### config.mk
export PLATFORM = sky130hd
export DESIGN_NAME = raster_line_stepper
export DESIGN_NICKNAME = d
export VERILOG_FILES = /design/src/hdl/rls_pkg.sv /design/src/hdl/rls_front.sv /design/src/hdl/rls_cmd_queue.sv /design/src/hdl/rls_back.sv /design/src/hdl/raster_line_stepper.sv
export SDC_FILE = /design/constraint.sdc
export NUM_CORES = 1
export LEC_CHECK = 0
export BUFFER_PORTS_ARGS = -buffer_cell sky130_fd_sc_hd__buf_4
export CORE_MARGIN = 1.5
export CORE_UTILIZATION = 40
export DETAILED_ROUTE_END_ITERATION = 7
export HOLD_SLACK_MARGIN = 0.12
export PLACE_DENSITY = 0.62
export SYNTH_ARGS = -nofsm -noshare
export SYNTH_HDL_FRONTEND = slang
export SYNTH_SLANG_ARGS = --single-unit
### constraint.sdc
create_clock -name clk -period 5.1 [get_ports clk]
set_input_delay 1.02 -clock clk [delete_from_list [all_inputs] [get_ports clk]]
set_output_delay 1.02 -clock clk [all_outputs]
set_load 0.01 [all_outputs]
### src/hdl/rls_pkg.sv
package rls_pkg;

  localparam int COORD_BITS = 9;
  localparam int ERR_BITS   = COORD_BITS + 1;
  localparam int SUM_BITS   = COORD_BITS + 2;
  localparam int DOTS_BITS  = COORD_BITS + 1;
  localparam int COLOR_BITS = 16;

  localparam int QPTR_BITS   = 2;
  localparam int QUEUE_DEPTH = 1 << QPTR_BITS;

  localparam logic MODE_LOAD = 1'b0;
  localparam logic MODE_STEP = 1'b1;

  typedef logic [1:0] dir_t;
  localparam dir_t DIR_NONE  = 2'd0;
  localparam dir_t DIR_PLUS  = 2'd1;
  localparam dir_t DIR_MINUS = 2'd3;

  typedef logic [COORD_BITS-1:0] coord_t;
  typedef logic [COLOR_BITS-1:0] color_t;

  typedef struct packed {
    logic   mode;
    coord_t start_col;
    coord_t start_row;
    coord_t end_col;
    coord_t end_row;
    color_t pen_color;
  } item_t;

  typedef struct packed {
    coord_t dot_col;
    coord_t dot_row;
    color_t dot_color;
    logic   last_dot;
  } result_t;

  // Classified command as it travels from the front end to the stepper.
  typedef struct packed {
    logic   is_load;
    coord_t start_col;
    coord_t start_row;
    coord_t abs_dcol;
    coord_t abs_drow;
    dir_t   dir_col;
    dir_t   dir_row;
    coord_t major_distance;
    color_t color;
  } cmd_t;

  typedef struct packed {
    logic                 full;
    logic                 empty;
    logic [QPTR_BITS:0]   count;
  } queue_status_t;

  typedef struct packed {
    logic [1:0] count;
  } out_status_t;

endpackage

### src/hdl/rls_front.sv
module rls_front (
  input  logic                  push,
  input  rls_pkg::item_t        item,
  input  rls_pkg::queue_status_t qstat,
  output logic                  wr_en,
  output rls_pkg::cmd_t         cmd
);

  rls_pkg::coord_t adc;
  rls_pkg::coord_t adr;
  rls_pkg::dir_t   dc;
  rls_pkg::dir_t   dr;

  always_comb begin
    if (item.end_col > item.start_col) begin
      dc  = rls_pkg::DIR_PLUS;
      adc = item.end_col - item.start_col;
    end else if (item.end_col < item.start_col) begin
      dc  = rls_pkg::DIR_MINUS;
      adc = item.start_col - item.end_col;
    end else begin
      dc  = rls_pkg::DIR_NONE;
      adc = '0;
    end

    if (item.end_row > item.start_row) begin
      dr  = rls_pkg::DIR_PLUS;
      adr = item.end_row - item.start_row;
    end else if (item.end_row < item.start_row) begin
      dr  = rls_pkg::DIR_MINUS;
      adr = item.start_row - item.end_row;
    end else begin
      dr  = rls_pkg::DIR_NONE;
      adr = '0;
    end

    cmd.is_load        = (item.mode == rls_pkg::MODE_LOAD);
    cmd.start_col      = item.start_col;
    cmd.start_row      = item.start_row;
    cmd.abs_dcol       = adc;
    cmd.abs_drow       = adr;
    cmd.dir_col        = dc;
    cmd.dir_row        = dr;
    cmd.major_distance = (adc > adr) ? adc : adr;
    cmd.color          = item.pen_color;
  end

  assign wr_en = push && !qstat.full;

endmodule

### src/hdl/rls_cmd_queue.sv
module rls_cmd_queue (
  input  logic                   clk,
  input  logic                   rst,
  input  logic                   wr_en,
  input  rls_pkg::cmd_t          wr_data,
  input  logic                   rd_en,
  output rls_pkg::cmd_t          rd_data,
  output rls_pkg::queue_status_t qstat
);

  localparam logic [rls_pkg::QPTR_BITS:0] DEPTH_CNT =
    (rls_pkg::QPTR_BITS + 1)'(rls_pkg::QUEUE_DEPTH);

  rls_pkg::cmd_t                  mem [rls_pkg::QUEUE_DEPTH];
  logic [rls_pkg::QPTR_BITS-1:0]  wr_ptr;
  logic [rls_pkg::QPTR_BITS-1:0]  rd_ptr;
  logic [rls_pkg::QPTR_BITS:0]    count;

  always_ff @(posedge clk) begin
    if (wr_en) begin
      mem[wr_ptr] <= wr_data;
    end
  end

  always_ff @(posedge clk) begin
    if (rst) begin
      wr_ptr <= '0;
      rd_ptr <= '0;
      count  <= '0;
    end else begin
      if (wr_en) begin
        wr_ptr <= wr_ptr + 1'b1;
      end
      if (rd_en) begin
        rd_ptr <= rd_ptr + 1'b1;
      end
      if (wr_en && !rd_en) begin
        count <= count + 1'b1;
      end else if (rd_en && !wr_en) begin
        count <= count - 1'b1;
      end
    end
  end

  assign rd_data     = mem[rd_ptr];
  assign qstat.full  = (count == DEPTH_CNT);
  assign qstat.empty = (count == '0);
  assign qstat.count = count;

endmodule

### src/hdl/rls_back.sv
module rls_back (
  input  logic                   clk,
  input  logic                   rst,
  input  rls_pkg::cmd_t          q_cmd,
  input  rls_pkg::queue_status_t qstat,
  output logic                   q_pop,
  input  logic                   pop,
  output logic                   empty,
  output rls_pkg::result_t       result,
  output rls_pkg::out_status_t   ostat
);

  localparam int SB = rls_pkg::SUM_BITS;

  rls_pkg::coord_t cur_col;
  rls_pkg::coord_t cur_row;
  logic [rls_pkg::ERR_BITS-1:0]  err_col;
  logic [rls_pkg::ERR_BITS-1:0]  err_row;
  rls_pkg::coord_t abs_dcol;
  rls_pkg::coord_t abs_drow;
  rls_pkg::dir_t   dir_col;
  rls_pkg::dir_t   dir_row;
  rls_pkg::coord_t major_distance;
  logic [rls_pkg::DOTS_BITS-1:0] dots_left;
  rls_pkg::color_t line_color;

  rls_pkg::result_t obuf [2];
  logic       owr;
  logic       ord;
  logic [1:0] ocount;

  logic            out_room;
  logic            emit;
  logic            pop_ok;
  logic [SB-1:0]   sum_col;
  logic [SB-1:0]   sum_row;
  logic [SB-1:0]   dist_ext;
  logic [rls_pkg::ERR_BITS-1:0] err_col_next;
  logic [rls_pkg::ERR_BITS-1:0] err_row_next;
  rls_pkg::coord_t cur_col_next;
  rls_pkg::coord_t cur_row_next;
  rls_pkg::result_t dot;

  function automatic rls_pkg::coord_t move_by(rls_pkg::coord_t pos, rls_pkg::dir_t dir);
    rls_pkg::coord_t r;
    case (dir)
      rls_pkg::DIR_PLUS:  r = pos + 1'b1;
      rls_pkg::DIR_MINUS: r = pos - 1'b1;
      default:            r = pos;
    endcase
    return r;
  endfunction

  assign out_room = (ocount != 2'd2);
  assign q_pop    = !qstat.empty && (q_cmd.is_load || out_room);
  assign emit     = q_pop && !q_cmd.is_load && (dots_left != '0);
  assign pop_ok   = pop && (ocount != 2'd0);

  // Error sums stay at or below the distance, so one subtract folds them back.
  always_comb begin
    dist_ext = {2'b00, major_distance};
    sum_col  = {1'b0, err_col} + {2'b00, abs_dcol};
    sum_row  = {1'b0, err_row} + {2'b00, abs_drow};
    cur_col_next = cur_col;
    cur_row_next = cur_row;
    if (sum_col > dist_ext) begin
      sum_col      = sum_col - dist_ext;
      cur_col_next = move_by(cur_col, dir_col);
    end
    if (sum_row > dist_ext) begin
      sum_row      = sum_row - dist_ext;
      cur_row_next = move_by(cur_row, dir_row);
    end
    err_col_next = sum_col[rls_pkg::ERR_BITS-1:0];
    err_row_next = sum_row[rls_pkg::ERR_BITS-1:0];

    dot.dot_col   = cur_col;
    dot.dot_row   = cur_row;
    dot.dot_color = line_color;
    dot.last_dot  = (dots_left == rls_pkg::DOTS_BITS'(1));
  end

  always_ff @(posedge clk) begin
    if (q_pop && q_cmd.is_load) begin
      cur_col        <= q_cmd.start_col;
      cur_row        <= q_cmd.start_row;
      err_col        <= '0;
      err_row        <= '0;
      abs_dcol       <= q_cmd.abs_dcol;
      abs_drow       <= q_cmd.abs_drow;
      dir_col        <= q_cmd.dir_col;
      dir_row        <= q_cmd.dir_row;
      major_distance <= q_cmd.major_distance;
      line_color     <= q_cmd.color;
    end else if (emit) begin
      cur_col <= cur_col_next;
      cur_row <= cur_row_next;
      err_col <= err_col_next;
      err_row <= err_row_next;
    end
    if (emit) begin
      obuf[owr] <= dot;
    end
  end

  always_ff @(posedge clk) begin
    if (rst) begin
      dots_left <= '0;
      owr       <= 1'b0;
      ord       <= 1'b0;
      ocount    <= 2'd0;
    end else begin
      if (q_pop && q_cmd.is_load) begin
        dots_left <= {1'b0, q_cmd.major_distance} + rls_pkg::DOTS_BITS'(2);
      end else if (emit) begin
        dots_left <= dots_left - 1'b1;
      end
      if (emit) begin
        owr <= ~owr;
      end
      if (pop_ok) begin
        ord <= ~ord;
      end
      if (emit && !pop_ok) begin
        ocount <= ocount + 2'd1;
      end else if (pop_ok && !emit) begin
        ocount <= ocount - 2'd1;
      end
    end
  end

  assign empty       = (ocount == 2'd0);
  assign result      = obuf[ord];
  assign ostat.count = ocount;

endmodule

### src/hdl/raster_line_stepper.sv
// Line rasterizer: push a load word (mode 0) with two endpoints and a color, then push one
// step word (mode 1) per dot wanted. Each step while a line is armed yields one dot; a line
// of major distance D gives D+2 dots, the start dot appearing twice, and the final dot has
// last_dot set. Steps with no line armed give nothing, and a load replaces any line at once.
// The block takes one word per clock and returns one dot per clock when the consumer pops
// every cycle; a step word is registered in the command queue and its dot is then registered
// in the result buffer, from which it is popped.
// That rate is set by the stepping unit, which updates both error sums and the position
// together, behind a four-entry command queue and a two-entry result buffer.
module raster_line_stepper (
  input  logic             clk,
  input  logic             rst,
  input  logic             push,
  output logic             full,
  input  rls_pkg::item_t   item,
  output logic             empty,
  input  logic             pop,
  output rls_pkg::result_t result
);

  logic                   wr_en;
  rls_pkg::cmd_t          wr_cmd;
  rls_pkg::cmd_t          q_cmd;
  logic                   q_pop;
  rls_pkg::queue_status_t qstat;
  rls_pkg::out_status_t   ostat;

  rls_front u_front (
    .push  (push),
    .item  (item),
    .qstat (qstat),
    .wr_en (wr_en),
    .cmd   (wr_cmd)
  );

  rls_cmd_queue u_queue (
    .clk     (clk),
    .rst     (rst),
    .wr_en   (wr_en),
    .wr_data (wr_cmd),
    .rd_en   (q_pop),
    .rd_data (q_cmd),
    .qstat   (qstat)
  );

  rls_back u_back (
    .clk    (clk),
    .rst    (rst),
    .q_cmd  (q_cmd),
    .qstat  (qstat),
    .q_pop  (q_pop),
    .pop    (pop),
    .empty  (empty),
    .result (result),
    .ostat  (ostat)
  );

  assign full = qstat.full;

  a_queue_bound: assert property (@(posedge clk) disable iff (rst)
    qstat.count <= (rls_pkg::QPTR_BITS + 1)'(rls_pkg::QUEUE_DEPTH))
    else $error("command queue count out of range");

  a_out_bound: assert property (@(posedge clk) disable iff (rst)
    ostat.count != 2'd3)
    else $error("result buffer count out of range");

  a_no_empty_read: assert property (@(posedge clk) disable iff (rst)
    q_pop |-> !qstat.empty)
    else $error("stepper read an empty command queue");

  a_queue_idle: assert property (@(posedge clk) disable iff (rst)
    (qstat.empty && !(push && !full)) |=> qstat.empty)
    else $error("command appeared without a push");

  a_reset_empty: assert property (@(posedge clk)
    $past(rst) |-> empty)
    else $error("result side not empty after reset");

endmodule

==> flow_summary.json <==
{
  "outcome": "finished clean",
  "cp_max_fo": 9,
  "ir_drop_uv": 283,
  "path_clk_slew_ps": 60,
  "insertion_delay_ps": 570,
  "area_delta_synth_final_pct": 14.9,
  "overflow": 0,
  "die_h_um": 231,
  "worstHoldPathCells": 0,
  "drive_above_1_share": 0.209,
  "fin_worst_skew_ps": 36.4,
  "netlist_area_um2": 20800,
  "maxSlewHeadroom": 0.234,
  "dp_cells": 2228,
  "worstSetupStartpointType": "input pin",
  "ant_nets": 0,
  "ys.flop_type": "edfxtp_1",
  "final_cell_mix": "edfxtp_1, buf_4, inv_1, ha_1, nor2_1",
  "setup_viol": 0,
  "fmax_mhz": 223,
  "dieArea_um2": 53300,
  "final_common_cell": "edfxtp_1",
  "antenna_cells": 0,
  "cts-root-buf": "clkbuf_16",
  "wl_um": 44700,
  "drtIter0Drc": 854,
  "drt-wirelength-per-cell_um": 19.4,
  "routed_via_density": 5.27,
  "grt_first_pass_wirelength_um": 69400,
  "numCtsBuffers": 46,
  "hold_viol": 0,
  "io_pins": 94,
  "nets": 1766,
  "ys_seq_area_frac": 0.619,
  "post_cts_resize_count": 0,
  "cp-end-kind": "flip-flop",
  "synth_seq_cells": 443,
  "crit_type": "in -> reg",
  "cts_setup_buffers": 0,
  "globalRouteTotalUtil": 0.169,
  "total_leakage_power_nw": 8.77,
  "syn-num-nets": 1616,
  "syn_inst": 1446,
  "pre_cts_ws_ps": 95.2,
  "row_count": 83,
  "cts_tree": "built",
  "cts.sinks": 443,
  "rsz0062_at_grt": "false",
  "reg2regPathDepth": 14,
  "cts-hold-fix-buffers": 0,
  "dpl.hpwl_um": 30700,
  "gp_congestion": 0.877,
  "core_area_um2": 51300,
  "worst_ep_required_time_ps": 5390,
  "finalMaxSlewViolations": 0,
  "htree_levels": 2,
  "drc": 0,
  "fin_crit_sh": 0.881,
  "power.density_nw_per_um2": 636,
  "cap_violations": 0,
  "die_x_um": 231,
  "vias": 12159,
  "grt_antenna_before_repair": 1,
  "initial_core_util": 0.405,
  "yosysUniqueCellTypes": 75,
  "drt_pass1_iterations": 7,
  "period_minus_slack_ps": 4490,
  "tightestPinTransition_ps": 1140,
  "port_buffers": 93,
  "synth_edf_count": 399,
  "hold_path.class": "reg -> reg",
  "power.total_mw": 15.2,
  "setup_tns_ps": 0,
  "grt_max_degree": 53,
  "syn_area_per_cell_um2": 14.4,
  "fin_ws_ps": 609,
  "cp.arrival_ps": 4790,
  "synthArstFlopShare": 0,
  "grt_pass1_vias": 12255,
  "yosysWarnings": 0,
  "layout.cells.non_filler": 2307,
  "cts.path.max_buffers": 3
}
synthesized netlist by cell type (4+ instances only):
cell type / instances / area share
o21ai_1: 20 / 0.0048
nand2_1: 67 / 0.012
nor2b_1: 16 / 0.0048
o21bai_1: 4 / 0.0014
a211oi_1: 19 / 0.0069
o21a_1: 20 / 0.0072
nor2_1: 92 / 0.017
xnor2_1: 34 / 0.014
fa_1: 11 / 0.011
mux4_2: 66 / 0.072
a221o_1: 4 / 0.0019
a21o_1: 18 / 0.0065
nand3_1: 18 / 0.0043
nand4_1: 17 / 0.0051
edfxtp_1: 399 / 0.58
buf_2: 12 / 0.0029
a21oi_1: 65 / 0.016
o31ai_1: 6 / 0.0022
or3_1: 10 / 0.0030
buf_4: 5 / 0.0018
and2_1: 8 / 0.0024
nor3_1: 27 / 0.0065
mux2_2: 38 / 0.021
clkbuf_1: 27 / 0.0049
nand2b_1: 10 / 0.0030
o21ai_0: 33 / 0.0079
o211ai_1: 7 / 0.0025
xor2_1: 27 / 0.011
inv_1: 109 / 0.020
a21boi_0: 9 / 0.0033
mux2i_1: 26 / 0.013
dfxtp_1: 44 / 0.042
ha_1: 102 / 0.061
through the flow:
step            util  area (um^2)  hold slack, ps
2_1_floorplan      -        20800             421
6_report       0.466        23900             425
3_3_place_gp   0.440        22600             423
5_1_grt        0.466        23900             455
3_5_place_dp   0.440        22600             430
4_1_cts        0.466        23900             427
report_power, final:
| group | total [mW] | leakage (nW) | internal (mW) | switching [mW] |
|---|---|---|---|---|
| Combinational | 6.70 | 4.07 | 2.86 | 3.84 |
| Sequential | 5.48 | 4.03 | 5.13 | 0.350 |
| Clock | 3.02 | 0.665 | 1.70 | 1.32 |
| Total | 15.2 | 8.77 | 9.68 | 5.52 |
kinds of logic after synthesis:
| group | after synthesis | share of synthesized area |
|---|---|---|
| AND/OR/NAND/NOR | 287 | 0.0663 |
| multiplexers | 132 | 0.106 |
| adder cells (fa/ha/maj) | 113 | 0.0720 |
| flip-flops | 443 | 0.619 |
| AO/OA/AOI/OAI | 251 | 0.0806 |
| XOR/XNOR | 61 | 0.0257 |
| buffers and inverters | 159 | 0.0308 |
area by class of cell:
cell class              count  area (um^2)
fillers                  4552        27400
flip-flops and latches    443        12900
multi-input cells         844         7300
clock buffers              58         1230
repair buffers            148         1110
well taps                 680          851
inverters                 113          425
clock inverters            21          108
per-layer routing:
layer	part of all wire	GRT usage	wire length [um]	vias up
li1	-	-	-	5782
met4	0.024	0.0513	1070	0
met3	0.041	0.0216	1830	71
met2	0.46	0.266	20600	277
met1	0.48	0.243	21200	6029
met5	0	0	0	-
sequential cells by signal (all words and copies together), names as in the netlist, 10 cells and up, named ones only:
| register | flops |
|---|---|
| u_back.dots_left | 10 |
| u_back.err_col | 10 |
| u_back.err_row | 10 |
| u_back.line_color | 16 |
| u_back.obuf | 70 |
| u_queue.mem | 264 |
path summary, 6_finish.rpt:
path,from,endpoint,slack [ps]
hold reg to reg,u_back.line_color[2],u_back.obuf[1][3],420
setup reg to reg,u_back.abs_dcol[0],u_back.cur_col[5],950
setup / recovery,item[43],u_queue.mem[3][17],610
hold / removal,u_back.line_color[2],u_back.obuf[1][3],420
worst max-delay path, cell delays in order:
cell and delay (ps):
buf_4 130, inv_1 50, ha_1 160, inv_1 60
fa_1 390, a21o_1 180, a21oi_1 260, o21ai_0 150
a211oi_1 300, a21o_1 120, o211a_1 180, inv_1 100
ha_1 300, o21ai_0 120, a211oi_1 90, o31a_1 280
o31ai_1 190, buf_4 240, mux2i_1 450
No activity file was read; power rests on OpenSTA's default activity.
